===== config.mk =====
export PLATFORM = sky130hd
export DESIGN_NAME = uart_register_datagram_engine_core
export DESIGN_NICKNAME = d
export VERILOG_FILES = /design/src/rtl/udg_pkg.sv /design/src/rtl/udg_fifo.sv /design/src/rtl/udg_front.sv /design/src/rtl/udg_back.sv /design/src/rtl/uart_register_datagram_engine_core.sv
export SDC_FILE = /design/constraint.sdc
export NUM_CORES = 1
export LEC_CHECK = 0
export ABC_AREA = 0
export BUFFER_PORTS_ARGS = -buffer_cell sky130_fd_sc_hd__buf_2
export CAP_MARGIN = 20
export CORE_ASPECT_RATIO = 1.25
export CORE_MARGIN = 5
export CORE_UTILIZATION = 54
export CTS_CLUSTER_DIAMETER = 100
export CTS_CLUSTER_SIZE = 14
export DETAILED_ROUTE_END_ITERATION = 16
export PLACE_DENSITY = 0.82
export SYNTH_ARGS = -nofsm -noshare
export SYNTH_HDL_FRONTEND = slang
export SYNTH_SLANG_ARGS = --single-unit

===== constraint.sdc =====
create_clock -name i_clk -period 6.56 [get_ports i_clk]
set_clock_uncertainty 0.2 [all_clocks]
set_input_delay 0.328 -clock i_clk [delete_from_list [all_inputs] [get_ports i_clk]]
set_output_delay 0.328 -clock i_clk [all_outputs]
set_load 0.02 [all_outputs]

===== src/rtl/udg_pkg.sv =====
// Shared types, constants and CRC function for the UART register datagram engine.
package udg_pkg;

    localparam int unsigned ECHO_BYTES  = 4;
    localparam int unsigned REPLY_BYTES = 8;
    localparam int unsigned QDEPTH      = 4;
    localparam int unsigned QPTR_W      = $clog2(QDEPTH);
    localparam int unsigned QCNT_W      = $clog2(QDEPTH + 1);

    localparam logic [7:0] SYNC_RESET  = 8'h05;
    localparam logic [7:0] CRC_POLY    = 8'h07;
    localparam logic [7:0] REPLY_NODE  = 8'hFF;
    localparam logic [7:0] WRITE_FLAG  = 8'h80;

    localparam logic [1:0] OP_WRITE = 2'd0;
    localparam logic [1:0] OP_READ  = 2'd1;
    localparam logic [1:0] OP_RX    = 2'd2;

    localparam logic [1:0] ST_OK       = 2'd0;
    localparam logic [1:0] ST_CRC      = 2'd1;
    localparam logic [1:0] ST_MISMATCH = 2'd2;

    typedef struct packed {
        logic [1:0]  operation;
        logic [7:0]  node;
        logic [6:0]  reg_index;
        logic [31:0] write_value;
        logic [7:0]  rx_byte;
    } t_in_item;

    typedef struct packed {
        logic        tx_valid;
        logic [7:0]  tx_byte;
        logic        tx_last;
        logic        reply_done;
        logic [1:0]  reply_status;
        logic [31:0] reply_value;
    } t_out_item;

    typedef struct packed {
        logic        is_reply;
        logic        is_write;
        logic [7:0]  sync_byte;
        logic [7:0]  node;
        logic [7:0]  index_byte;
        logic [1:0]  status;
        logic [31:0] value;
    } t_cmd;

    function automatic logic [7:0] crc8_byte(input logic [7:0] crc_in, input logic [7:0] data);
        logic [7:0] crc;
        crc = crc_in;
        for (int i = 0; i < 8; i++) begin
            if (crc[7] ^ data[i]) begin
                crc = {crc[6:0], 1'b0} ^ CRC_POLY;
            end else begin
                crc = {crc[6:0], 1'b0};
            end
        end
        return crc;
    endfunction

endpackage


===== src/rtl/udg_fifo.sv =====
// Command queue between the classifying front end and the byte serializer.
module udg_fifo (
    input  logic          i_clk,
    input  logic          i_rst_n,
    input  logic          i_push,
    input  udg_pkg::t_cmd i_push_data,
    output logic          o_full,
    output logic          o_valid,
    output udg_pkg::t_cmd o_data,
    input  logic          i_pop
);
    import udg_pkg::*;

    t_cmd              r_mem [QDEPTH];
    logic [QPTR_W-1:0] r_wr_ptr, n_wr_ptr;
    logic [QPTR_W-1:0] r_rd_ptr, n_rd_ptr;
    logic [QCNT_W-1:0] r_count, n_count;
    logic              do_push;
    logic              do_pop;

    assign o_full  = (r_count == QCNT_W'(QDEPTH));
    assign o_valid = (r_count != '0);
    assign o_data  = r_mem[r_rd_ptr];
    assign do_push = i_push && !o_full;
    assign do_pop  = i_pop && o_valid;

    always_comb begin
        n_wr_ptr = do_push ? r_wr_ptr + 1'b1 : r_wr_ptr;
        n_rd_ptr = do_pop ? r_rd_ptr + 1'b1 : r_rd_ptr;
        n_count  = r_count;
        if (do_push && !do_pop) begin
            n_count = r_count + 1'b1;
        end else if (do_pop && !do_push) begin
            n_count = r_count - 1'b1;
        end
    end

    always_ff @(posedge i_clk) begin
        if (!i_rst_n) begin
            r_wr_ptr <= '0;
            r_rd_ptr <= '0;
            r_count  <= '0;
        end else begin
            r_wr_ptr <= n_wr_ptr;
            r_rd_ptr <= n_rd_ptr;
            r_count  <= n_count;
        end
    end

    always_ff @(posedge i_clk) begin
        if (do_push) begin
            r_mem[r_wr_ptr] <= i_push_data;
        end
    end

`ifndef ASSERT_OFF
    a_count_range: assert property (@(posedge i_clk) disable iff (!i_rst_n)
        r_count <= QCNT_W'(QDEPTH))
        else $error("queue count out of range");
    a_ptr_gap: assert property (@(posedge i_clk) disable iff (!i_rst_n)
        (r_count == '0) |-> (r_wr_ptr == r_rd_ptr))
        else $error("empty queue with unequal pointers");
`endif

endmodule


===== src/rtl/udg_front.sv =====
// Front end: accepts items, tracks the read reply and queues datagram or reply commands.
module udg_front (
    input  logic              i_clk,
    input  logic              i_rst_n,
    input  logic              i_in_valid,
    input  udg_pkg::t_in_item i_in_data,
    output logic              o_in_stall,
    input  logic [7:0]        i_sync_byte,
    input  logic              i_full,
    output logic              o_push,
    output udg_pkg::t_cmd     o_push_data
);
    import udg_pkg::*;

    logic        r_pending, n_pending;
    logic [6:0]  r_pend_index, n_pend_index;
    logic [3:0]  r_rx_count, n_rx_count;
    logic [7:0]  r_rx_crc, n_rx_crc;
    logic [7:0]  r_node_byte, n_node_byte;
    logic [7:0]  r_index_byte, n_index_byte;
    logic [31:0] r_shift, n_shift;
    logic        accept;
    logic [3:0]  pos;
    logic [1:0]  status;

    assign o_in_stall = i_full;
    assign accept     = i_in_valid && !i_full;
    assign pos        = r_rx_count - 4'(ECHO_BYTES);

    always_comb begin
        if (r_rx_crc != i_in_data.rx_byte) begin
            status = ST_CRC;
        end else if (r_node_byte != REPLY_NODE || r_index_byte[6:0] != r_pend_index) begin
            status = ST_MISMATCH;
        end else begin
            status = ST_OK;
        end
    end

    always_comb begin
        n_pending    = r_pending;
        n_pend_index = r_pend_index;
        n_rx_count   = r_rx_count;
        n_rx_crc     = r_rx_crc;
        n_node_byte  = r_node_byte;
        n_index_byte = r_index_byte;
        n_shift      = r_shift;
        o_push       = 1'b0;
        o_push_data  = '{
            is_reply:   1'b0,
            is_write:   1'b0,
            sync_byte:  i_sync_byte,
            node:       i_in_data.node,
            index_byte: {1'b0, i_in_data.reg_index},
            status:     ST_OK,
            value:      i_in_data.write_value
        };
        if (accept) begin
            unique case (i_in_data.operation)
                OP_WRITE: begin
                    n_pending              = 1'b0;
                    n_rx_count             = '0;
                    o_push                 = 1'b1;
                    o_push_data.is_write   = 1'b1;
                    o_push_data.index_byte = WRITE_FLAG | {1'b0, i_in_data.reg_index};
                end
                OP_READ: begin
                    n_pending    = 1'b1;
                    n_pend_index = i_in_data.reg_index;
                    n_rx_count   = '0;
                    n_rx_crc     = '0;
                    n_node_byte  = '0;
                    n_index_byte = '0;
                    n_shift      = '0;
                    o_push       = 1'b1;
                end
                OP_RX: begin
                    if (r_pending) begin
                        if (r_rx_count < 4'(ECHO_BYTES)) begin
                            n_rx_count = r_rx_count + 1'b1;
                        end else if (pos < 4'(REPLY_BYTES - 1)) begin
                            n_rx_crc   = crc8_byte(r_rx_crc, i_in_data.rx_byte);
                            n_rx_count = r_rx_count + 1'b1;
                            if (pos == 4'd1) begin
                                n_node_byte = i_in_data.rx_byte;
                            end else if (pos == 4'd2) begin
                                n_index_byte = i_in_data.rx_byte;
                            end else if (pos >= 4'd3) begin
                                n_shift = {r_shift[23:0], i_in_data.rx_byte};
                            end
                        end else begin
                            n_pending            = 1'b0;
                            n_rx_count           = '0;
                            o_push               = 1'b1;
                            o_push_data.is_reply = 1'b1;
                            o_push_data.status   = status;
                            o_push_data.value    = r_shift;
                        end
                    end
                end
                default: begin
                end
            endcase
        end
    end

    always_ff @(posedge i_clk) begin
        if (!i_rst_n) begin
            r_pending    <= 1'b0;
            r_pend_index <= '0;
            r_rx_count   <= '0;
            r_rx_crc     <= '0;
            r_node_byte  <= '0;
            r_index_byte <= '0;
            r_shift      <= '0;
        end else begin
            r_pending    <= n_pending;
            r_pend_index <= n_pend_index;
            r_rx_count   <= n_rx_count;
            r_rx_crc     <= n_rx_crc;
            r_node_byte  <= n_node_byte;
            r_index_byte <= n_index_byte;
            r_shift      <= n_shift;
        end
    end

`ifndef ASSERT_OFF
    a_idle_count: assert property (@(posedge i_clk) disable iff (!i_rst_n)
        !r_pending |-> (r_rx_count == '0))
        else $error("reply byte count without pending read");
    a_push_room: assert property (@(posedge i_clk) disable iff (!i_rst_n)
        o_push |-> !i_full)
        else $error("command pushed into full queue");
`endif

endmodule


===== src/rtl/udg_back.sv =====
// Back end: serializes queued commands into output items with running CRC.
module udg_back (
    input  logic               i_clk,
    input  logic               i_rst_n,
    input  logic               i_cmd_valid,
    input  udg_pkg::t_cmd      i_cmd,
    output logic               o_pop,
    output logic               o_out_valid,
    output udg_pkg::t_out_item o_out_data,
    input  logic               i_out_stall
);
    import udg_pkg::*;

    t_cmd      r_cmd;
    logic      r_active, n_active;
    logic [2:0] r_pos, n_pos;
    logic [7:0] r_crc, n_crc;
    logic      r_out_valid, n_out_valid;
    t_out_item r_out, n_out;
    logic      can_adv;
    logic      at_last;
    logic      finishing;
    logic      load;
    logic [7:0] sel_byte;

    assign can_adv   = !r_out_valid || !i_out_stall;
    assign at_last   = r_cmd.is_write ? (r_pos == 3'd7) : (r_pos == 3'd3);
    assign finishing = r_active && can_adv && (r_cmd.is_reply || at_last);
    assign load      = i_cmd_valid && (!r_active || finishing);
    assign o_pop     = load;

    always_comb begin
        unique case (r_pos)
            3'd0:    sel_byte = r_cmd.sync_byte;
            3'd1:    sel_byte = r_cmd.node;
            3'd2:    sel_byte = r_cmd.index_byte;
            3'd3:    sel_byte = r_cmd.value[31:24];
            3'd4:    sel_byte = r_cmd.value[23:16];
            3'd5:    sel_byte = r_cmd.value[15:8];
            3'd6:    sel_byte = r_cmd.value[7:0];
            default: sel_byte = r_crc;
        endcase
    end

    always_comb begin
        n_active    = r_active;
        n_pos       = r_pos;
        n_crc       = r_crc;
        n_out_valid = r_out_valid;
        n_out       = r_out;
        if (can_adv) begin
            n_out_valid = r_active;
            if (r_cmd.is_reply) begin
                n_out = '{
                    tx_valid:     1'b0,
                    tx_byte:      8'd0,
                    tx_last:      1'b0,
                    reply_done:   1'b1,
                    reply_status: r_cmd.status,
                    reply_value:  r_cmd.value
                };
            end else begin
                n_out = '{
                    tx_valid:     1'b1,
                    tx_byte:      at_last ? r_crc : sel_byte,
                    tx_last:      at_last,
                    reply_done:   1'b0,
                    reply_status: ST_OK,
                    reply_value:  32'd0
                };
            end
            if (r_active) begin
                n_pos = r_pos + 1'b1;
                n_crc = crc8_byte(r_crc, sel_byte);
            end
        end
        if (finishing) begin
            n_active = 1'b0;
        end
        if (load) begin
            n_active = 1'b1;
            n_pos    = '0;
            n_crc    = '0;
        end
    end

    always_ff @(posedge i_clk) begin
        if (!i_rst_n) begin
            r_active    <= 1'b0;
            r_out_valid <= 1'b0;
            r_pos       <= '0;
            r_crc       <= '0;
        end else begin
            r_active    <= n_active;
            r_out_valid <= n_out_valid;
            r_pos       <= n_pos;
            r_crc       <= n_crc;
        end
    end

    always_ff @(posedge i_clk) begin
        r_out <= n_out;
        if (load) begin
            r_cmd <= i_cmd;
        end
    end

    assign o_out_valid = r_out_valid;
    assign o_out_data  = r_out;

`ifndef ASSERT_OFF
    a_kind_excl: assert property (@(posedge i_clk) disable iff (!i_rst_n)
        o_out_valid |-> (o_out_data.tx_valid ^ o_out_data.reply_done))
        else $error("result is neither a line byte nor a reply");
    a_pop_free: assert property (@(posedge i_clk) disable iff (!i_rst_n)
        (r_active && !can_adv) |-> !o_pop)
        else $error("command popped while serializer is held");
`endif

endmodule


===== src/rtl/uart_register_datagram_engine_core.sv =====
// Top level of the UART register datagram engine.
// Input channel (i_in_valid / o_in_stall, payload i_in_data): operation 0 queues an
// 8-byte write datagram, 1 a 4-byte read request, 2 a received line byte.
// Output channel (o_out_valid / i_out_stall, payload o_out_data): one line byte per
// transfer, tx_last on the CRC byte; a completed reply check gives one transfer with
// reply_done set, status and assembled value.
// Configuration channel (i_cfg_valid / o_cfg_ready, i_cfg_data) sets the sync byte;
// it is always ready. Write it only while the block is idle (the block never checks).
// Throughput: one input item per cycle while the 4-entry command queue has room;
// output is one transfer per cycle unless the output stalls, so a write datagram
// holds the serializer for 8 transfers and a read request for 4. The serializer and
// its output register set this rate; a command is registered in the queue first.
// Reset (synchronous, active low) clears the queue, any pending read, the output
// valid flag, and restores the sync byte to 0x05.
// A stall on the output holds the current transfer; the queue absorbs new items
// until full, then o_in_stall rises.
module uart_register_datagram_engine_core (
    input  logic                        i_clk,
    input  logic                        i_rst_n,
    input  logic                        i_in_valid,
    input  udg_pkg::t_in_item           i_in_data,
    output logic                        o_in_stall,
    output logic                        o_out_valid,
    output udg_pkg::t_out_item          o_out_data,
    input  logic                        i_out_stall,
    input  logic                        i_cfg_valid,
    input  logic [7:0]                  i_cfg_data,
    output logic                        o_cfg_ready
);
    import udg_pkg::*;

    logic [7:0] r_sync_byte;
    logic       full;
    logic       push;
    t_cmd       push_data;
    logic       cmd_valid;
    t_cmd       cmd;
    logic       pop;

    assign o_cfg_ready = 1'b1;

    always_ff @(posedge i_clk) begin
        if (!i_rst_n) begin
            r_sync_byte <= SYNC_RESET;
        end else if (i_cfg_valid && o_cfg_ready) begin
            r_sync_byte <= i_cfg_data;
        end
    end

    udg_front u_front (
        .i_clk       (i_clk),
        .i_rst_n     (i_rst_n),
        .i_in_valid  (i_in_valid),
        .i_in_data   (i_in_data),
        .o_in_stall  (o_in_stall),
        .i_sync_byte (r_sync_byte),
        .i_full      (full),
        .o_push      (push),
        .o_push_data (push_data)
    );

    udg_fifo u_fifo (
        .i_clk       (i_clk),
        .i_rst_n     (i_rst_n),
        .i_push      (push),
        .i_push_data (push_data),
        .o_full      (full),
        .o_valid     (cmd_valid),
        .o_data      (cmd),
        .i_pop       (pop)
    );

    udg_back u_back (
        .i_clk       (i_clk),
        .i_rst_n     (i_rst_n),
        .i_cmd_valid (cmd_valid),
        .i_cmd       (cmd),
        .o_pop       (pop),
        .o_out_valid (o_out_valid),
        .o_out_data  (o_out_data),
        .i_out_stall (i_out_stall)
    );

endmodule


==> out/results.txt, run 1 <==
The run finished with clean final reports. The delay of the slowest cell on the worst path came out at 0.94 ns. Height of the chip: 213 um. Worst slew slack as a fraction of its limit: 33.9%.

0 antenna diodes ended up in the layout. The count of state elements after synthesis is 435, and the floorplan row count is 74. For this design the ratio of total power to cell area is 406 nW/um2. Of the available clock period, the critical path in the final layout requires 66.3%. The time the worst path needs with I/O delays and setup is 4.35 ns, and the routed wirelength normalized by instance count is 22.0 um.

The tools report the sum of negative setup slack as 0 ns. The number of clock buffers added by TritonCTS is 37. CTS saw 435 sinks.

The detailed router put a total of 15500 um of wire on met1. The number of violations of the max-capacitance limit is 0. Count of unresolved DRC violations after routing: 0. The count of input and output buffers is 116, and the chip width is 173 um.

The critical path start-end classification is register to register. For the total of fill cells in the finished design, the log shows 2279. The via count of the first global-routing pass is 10500, and the core box area is 32700 um2. Setup violations remaining at the end of the flow were counted as 0.

The tools report the maximum buffer depth of the clock tree as 3. The sum of met2 wire segment lengths after detailed routing is 20000 um. The cell sitting at the root of the clock tree is a sky130_fd_sc_hd__clkbuf_16. The netlist uses 76 different library cells. The data arrival time of the critical path is 4.59 ns, and the number of flops mapped to enable cells by yosys is 340.

Per report_power, the clock group accounts for 24.2% of the total. The worst min-delay path category is input port to register. The fraction of synthesis flops using an asynchronous set or reset pin was 0%. Across the VDD grid, the largest voltage drop is 0.302 mV. The total routed wirelength is 39400 um.

The logs give 20400 um2 for the total non-filler cell area in the finished layout and 0 for the overflow left after global routing. The mean instance size in the synthesized netlist works out to 14.9 um2. The combined global-route utilization of all metal layers was 21.2%; the buffers plus inverters on the worst setup path was 3. Setup repair after global routing left no endpoint under its margin.

The clock edge transition at the registers on the reported setup and hold paths was 0.06 ns. Leading cell type in the layout, fill and taps excluded: sky130_fd_sc_hd__edfxtp_1. The type of destination of the critical path was a register. The nature of the critical path startpoint is a register. The slowest cell on the critical path was sky130_fd_sc_hd__dfxtp_1. The cell that appears most often on the critical path is sky130_fd_sc_hd__inv_1.

In the layout the commonest cells are 340 x sky130_fd_sc_hd__edfxtp_1, 173 x sky130_fd_sc_hd__nand2_1, 116 x sky130_fd_sc_hd__buf_2. Net count of the finished layout: 1439. The logs give 2.30 ns for the worst slack after detailed placement and 7 for the iteration count of the initial detailed-routing pass. The run gives 1287 as the number of nets produced by synthesis.

Walking the worst path, the cells encountered are inv_1 > ha_1 > mux2_2 > o21ai_0 > a21oi_4 > inv_1 > ha_1 > inv_1 > fa_1 > xor2_1 > or3_1 > a21boi_0. TritonCTS built the clock tree. For this configuration, the core starts out at a cell density of 54.6%.

Relative to the synthesized area, the layout overhead comes to 14.1%. The utilization after layout is 62.4%. The die covers 36800 um2. The relative contribution of combinational cells to total power was 28.8%; the count of synthesis-stage warnings from yosys was 0. The initial antenna violation count was 0; the final worst setup slack was 2.21 ns. Wire segments on met3 add up to 2370 um in the final route.

The number of standard cells in the layout, taps in and fillers out is 1793, and the switching power share of the total is 31.1%. Sequential fraction of design power: 47.0%. For the worst-skew pair, the clock arrives at the later sink with an insertion delay of 0.53 ns.

The tools report the post-synthesis cell count as 1195. The transition time at the pin with the least slew margin is 0.983 ns. Of the cells placed in the final design, the portion with a size suffix greater than 1 is 19.1%.

CTS built an H-tree with a depth of 2. Among all flip-flop cells after synthesis, the most frequent one is sky130_fd_sc_hd__edfxtp_1. By area the synthesized netlist is led by sky130_fd_sc_hd__edfxtp_1 57%, sky130_fd_sc_hd__dfxtp_1 11%, sky130_fd_sc_hd__mux4_2 7.4%. 118 I/O pins were placed. The tools report the half-perimeter wire length of the detailed placement result as 25500 um.

Timing would allow up to 230 MHz. The share of the synthesized area in the top cell type was 57.2%; the number of violations reported at the end of detailed-routing iteration 0 was 895. The total count of hold-check failures in the final report was 0; the pin count of the biggest net entering global routing was 85. The internal power contribution was 5.71 mW. The cell area that synthesis handed to floorplanning was 17900 um2. The run gives 0 as the number of pins exceeding their max-slew limit in the final report.

The tools report the leakage power as 7.23 nW. In this run the worst path has a maximum fanout of 27. The global-route wire length before repair was 61200 um; the cell count after placement was 1681. The ratio of routed vias to standard cells was 5.77; the count of vias placed by the detailed router was 10300. The highest metal layer carrying signal wires in the routed design is met4. After clock tree synthesis, the repair step resized 0 gates. The number of nets with antenna violations after routing was 0.

For this run, the register share of the synthesized area comes to 67.8%. The endpoint required time on the critical path is 6.80 ns, and the post-CTS setup-driven buffer insertion count is 0. The cell family contributing the most delay on the critical path is adder cells. Routability-driven placement finished with a final weighted congestion of 0.917.

Cell accounting for the most synthesized area: sky130_fd_sc_hd__edfxtp_1. Summing all placed instances gives a cell area of 18900 um2. The switching power of the nets is 2.57 mW.
worst register-to-register path: stages, from the launching register on:
cell and delay (ns):
sky130_fd_sc_hd__dfxtp_1 0.94, sky130_fd_sc_hd__inv_1 0.20, sky130_fd_sc_hd__ha_1 0.42, sky130_fd_sc_hd__mux2_2 0.35
sky130_fd_sc_hd__o21ai_0 0.46, sky130_fd_sc_hd__a21oi_4 0.11, sky130_fd_sc_hd__inv_1 0.16, sky130_fd_sc_hd__ha_1 0.22
sky130_fd_sc_hd__inv_1 0.08, sky130_fd_sc_hd__fa_1 0.43, sky130_fd_sc_hd__xor2_1 0.18, sky130_fd_sc_hd__or3_1 0.32
sky130_fd_sc_hd__a21boi_0 0.20
metrics by stage:
stage	hold WS (ns)	power, mW
2_1_floorplan	0.224	5.62
3_3_place_gp	0.262	6.22
3_5_place_dp	0.271	6.30
4_1_cts	0.00425	8.32
5_1_grt	0.0294	8.65
6_report	0.0226	8.28
power groups by stage:
stage	combinational [mW]	sequential (mW)	clock, mW
6_report	2.38	3.89	2.01
5_1_grt	2.56	3.93	2.15
4_1_cts	2.39	3.90	2.03
3_5_place_dp	2.34	3.95	0
3_3_place_gp	2.29	3.94	0
2_1_floorplan	1.72	3.90	0
cells by family (layout without fill, tap and decap cells):
group / count (synthesis) / count (layout) / share of synthesized area, %
flops: 435 / 435 / 67.8
simple gates: 357 / 357 / 9.52
compound gates: 140 / 140 / 5.98
mux: 99 / 99 / 9.75
buf+inv: 81 / 261 / 1.89
xor+xnor: 60 / 60 / 3.42
fa+ha+maj: 22 / 22 / 1.58
other cells: 1 / 1 / 0.0210
synth_stat cells (14+ instances only):
master and count:
sky130_fd_sc_hd__a21oi_1 21, sky130_fd_sc_hd__inv_1 18, sky130_fd_sc_hd__nand2_1 174, sky130_fd_sc_hd__dfxtp_1 95
sky130_fd_sc_hd__mux2i_1 31, sky130_fd_sc_hd__mux4_2 59, sky130_fd_sc_hd__a22oi_1 14, sky130_fd_sc_hd__nor2_1 27
sky130_fd_sc_hd__nand3_1 37, sky130_fd_sc_hd__edfxtp_1 340, sky130_fd_sc_hd__xnor2_1 43, sky130_fd_sc_hd__and2_1 52
sky130_fd_sc_hd__ha_1 21, sky130_fd_sc_hd__clkbuf_1 43, sky130_fd_sc_hd__a21boi_0 44, sky130_fd_sc_hd__nor2b_1 36
layout make-up:
class	instances	area (um2)	area share, %
well taps	418	523	2.57
flip-flops and latches	435	12100	59.5
clock inverters	3	33.8	0.166
clock buffers	64	1030	5.04
multi-input cells	679	5430	26.7
inverters	19	71.3	0.350
repair buffers	175	1170	5.76
path summary, 6_finish.rpt:
path / startpoint / to / slack, ns / depth (start not counted)
worst min register to register: u_front.r_pend_index[0] / u_front.r_pend_index[0] / 0.29 / 2
worst min-delay path: i_in_data[22] / u_fifo.r_mem[3][14] / 0.02 / 3
worst max-delay path: u_back.r_pos[2] / u_fifo.r_count[2] / 2.21 / 12
worst max register to register: u_back.r_pos[2] / u_fifo.r_count[2] / 2.21 / 12
registers in the layout, summed over array words and instances, names as in the netlist, 2 cells and up:
register              cells
r_sync_byte               8
u_back.o_out_data        45
u_back.r_cmd             59
u_back.r_crc              8
u_back.r_pos              3
u_fifo.r_count            3
u_fifo.r_mem            236
u_fifo.r_rd_ptr           2
u_fifo.r_wr_ptr           2
u_front.r_index_byte      7
u_front.r_node_byte       8
u_front.r_pend_index      7
u_front.r_rx_count        4
u_front.r_rx_crc          8
u_front.r_shift          32
layer usage:
metal / vias to the layer above / GRT usage [%]
li1: 4728 / -
met1: 5107 / 27.5
met2: 412 / 36.5
met3: 91 / 3.35
met4: 0 / 8.42
met5: - / 0
repair_timing:
item | in CTS | in global routing
endpoints found under the setup margin | 0 | 0
hold buffers | 44 | 0
endpoints found under the hold margin | 150 | 0
(Power assumes the default switching activity.)
==> run 2: changes to the inputs <==
- clock period: 6.56 -> 3.9 ns (I/O delays scaled with it)
==> run 2 against run 1 <==
Effect of this change:
- clock power up 71%
- worst setup slack lost 1.7 ns
- design area grew 2.2%
- maximum frequency rose by 26%
- sequential power up 71%
- cell count is 2.3% higher
- largest power group unchanged
- sequential share of layout area is 1.3 points lower
- via count rose by 5.3%
- critical endpoint unchanged
- power increased by 71%
- utilization grew 1.4 points
- register-to-register slack got worse by 1.7 ns
==> out/results.txt, run 2 (synthesized netlist as in run 1, its figures left out) <==
The flow ran to the end, and the final reports show no timing, DRC or antenna violations. The iteration count of the initial detailed-routing pass was 6 (-1). The floorplan row count came out at 74 (unchanged). The worst register-to-register path ends at u_fifo.r_count[2]. The final setup violation count is 0 (unchanged), and the worst reg-to-reg setup slack is 0.46 ns (-1.75 ns). Data arrival time of the critical path: 3.67 ns (-0.92 ns). The tools report the area enclosed by the die boundary as 36800 um2 (unchanged). The total power density per cell area is 681 nW/um2 (+68%). STA classifies the critical path endpoint as a register. The tools report the final weighted congestion of routability-driven global placement as 0.921 (+0.40%).

The overflow left after global routing was 0 (unchanged). The initial core utilization came out at 54.6% (unchanged). The critical path launch point is u_back.r_pos[0]. Leakage power: 7.41 nW (+2.4%).

The transition time at the pin with the least slew margin is 1.01 ns (+0.0294 ns), and the via count of the first global-routing pass is 11200 (+7.0%). The routed wirelength normalized by instance count works out to 23.6 um (+7.4%). The number of violations reported at the end of detailed-routing iteration 0 is 965 (+7.8%). STA classifies the critical path startpoint as a register. The biggest fanout along the worst timing path came out at 13 (-52%). Leaving out fill and tap cells, the most frequent cell in the layout is sky130_fd_sc_hd__edfxtp_1. The initial antenna violation count was 3 (+3); the maximum buffer depth of the clock tree was 3 (unchanged).

The number of buffers added by the clock tree synthesis step was 37 (unchanged). The worst hold path belongs to the class input port to register. The logic depth of the worst register-to-register path came out at 12 (unchanged). The critical path start-end classification is register to register.

The count of vias placed by the detailed router was 10900 (+5.3%). Flip-flop count of the largest register after layout: 236 (unchanged). The tools report the number of pins exceeding their max-slew limit in the final report as 0 (unchanged). The combined global-route utilization of all metal layers was 23.4% (+2.2 points); the overall power of the completed layout was 14.2 mW (+71%).

For the worst slew slack as a fraction of its limit, the log shows 32.0% (-2.0 points). The fraction of layout cells with a size suffix above 1 came out at 19.6% (+0.46 points). The endpoint required time on the critical path was 4.13 ns (-2.67 ns).

The clock root buffer was sky130_fd_sc_hd__clkbuf_16. The tools report the maximum frequency from static timing analysis as 291 MHz (+26%). The clock edge transition at the registers on the reported setup and hold paths was 0.07 ns (about the same); the sum of negative setup slack was 0 ns (unchanged). Setup repair after global routing left no endpoint under its margin. For the core box area, the log shows 32700 um2 (unchanged). TritonCTS built the clock tree. The run gives 2 (unchanged) as the level count of the clock H-tree. The boundary pin count is 118 (unchanged).

The startpoint identified for the worst register-to-register timing path is u_back.r_pos[0]. Following the worst setup path forward leads to its endpoint at u_fifo.r_count[2]. The largest voltage drop on the vdd net was 0.533 mV (+77%).

The count of input and output buffers works out to 116 (unchanged). The count of unresolved DRC violations after routing is 0 (unchanged), and the net count of the finished layout is 1477 (+2.6%). The global-route wire length before repair was 66700 um (+9.0%); the time the worst path needs with I/O delays and setup was 3.44 ns (-0.910 ns).

The top cell types in the final layout, fill and taps aside, are 340 x sky130_fd_sc_hd__edfxtp_1, 173 x sky130_fd_sc_hd__nand2_1, 116 x sky130_fd_sc_hd__buf_2. The total routed wirelength was 43400 um (+9.9%). The height of the chip is 213 um (unchanged). Pin count of the biggest net entering global routing: 63 (-26%).

Number of nets with antenna violations after routing: 0 (unchanged). The number of violations of the max-capacitance limit came out at 0 (unchanged). The register with the highest flop count was u_fifo.r_mem. The final clock period utilization by the worst path works out to 88.2% (+22 points). The chip width works out to 173 um (unchanged). The total count of hold-check failures in the final report is 0 (unchanged), and the ratio of routed vias to standard cells is 5.93 (+2.9%). The run gives 435 (unchanged) as the number of clock sinks seen by CTS. Compared with the post-synthesis result, the final layout area differs by 16.6%. The half-perimeter wire length of the detailed placement result is 26400 um (+3.5%). The source-to-sink clock delay at the later pin of the worst-skew pair is 0.54 ns (about the same).
## run 2: area by class of cell
class | instances | area, um2
Antenna cell | 3 | 7.51
Tap cell | 418 | 523
Inverter | 19 | 71.3
Sequential cell | 435 | 12100
Multi-Input combinational cell | 679 | 5460
Clock buffer | 64 | 1030
Fill cell | 2210 | 11900
Clock inverter | 4 | 57.6
Timing Repair Buffer | 213 | 1560
## run 2: timing repair
action,CTS,global route
hold endpoints to repair,216,0
resized for setup,0,0
buffers inserted,0,0
hold buffers,72,0
## run 2: power breakdown
group | internal, mW | switching [mW] | leakage [nW]
Combinational | 1.90 | 2.20 | 2.89
Sequential | 5.98 | 0.678 | 4.00
Clock | 1.81 | 1.62 | 0.513
## run 2: per-stage QoR
stage          area, um2  cells  hold slack [ns]  worst slack, ns  utilization (%)
3_3_place_gp       19000   1692            0.208            0.672             58.2
2_1_floorplan      17900   1195           0.0939           0.0213                -
3_5_place_dp       19000   1692            0.218            0.597             58.2
6_report           20800   1835           0.0299            0.461             63.7
4_1_cts            20800   1832           0.0236            0.518             63.7
5_1_grt            20800   1835           0.0958            0.367             63.7
## run 2: routing by layer
metal,track usage (%),vias up,share of wire (%)
li1,-,4806,-
met1,28.9,5390,36
met2,42.1,563,53
met3,3.36,126,6.6
met4,9.05,0,4.3
met5,0,-,0
## run 2: worst max-delay path: stages, from the launching register on
cell and delay (ns):
sky130_fd_sc_hd__dfxtp_1 0.36, sky130_fd_sc_hd__ha_1 0.26, sky130_fd_sc_hd__ha_4 0.23, sky130_fd_sc_hd__mux2_2 0.30
sky130_fd_sc_hd__o21ai_1 0.31, sky130_fd_sc_hd__a21oi_4 0.11, sky130_fd_sc_hd__inv_2 0.15, sky130_fd_sc_hd__ha_4 0.14
sky130_fd_sc_hd__inv_1 0.06, sky130_fd_sc_hd__fa_1 0.47, sky130_fd_sc_hd__xor2_1 0.19, sky130_fd_sc_hd__or3_1 0.33
sky130_fd_sc_hd__a21boi_0 0.22
## run 2: how the worst min path moves through the flow
stage	startpoint	endpoint	slack [ns]	depth (start not counted)
global route	i_in_data[56]	u_front.r_pending	0.1	5
finish	i_rst_n	r_sync_byte[0]	0.03	2
global placement	i_in_data[54]	u_fifo.r_mem[3][49]	0.21	1
floorplan	i_in_data[40]	u_fifo.r_mem[0][34]	0.09	0
detailed placement	i_in_data[47]	u_fifo.r_mem[2][42]	0.22	1
CTS	i_rst_n	r_sync_byte[0]	0.02	2
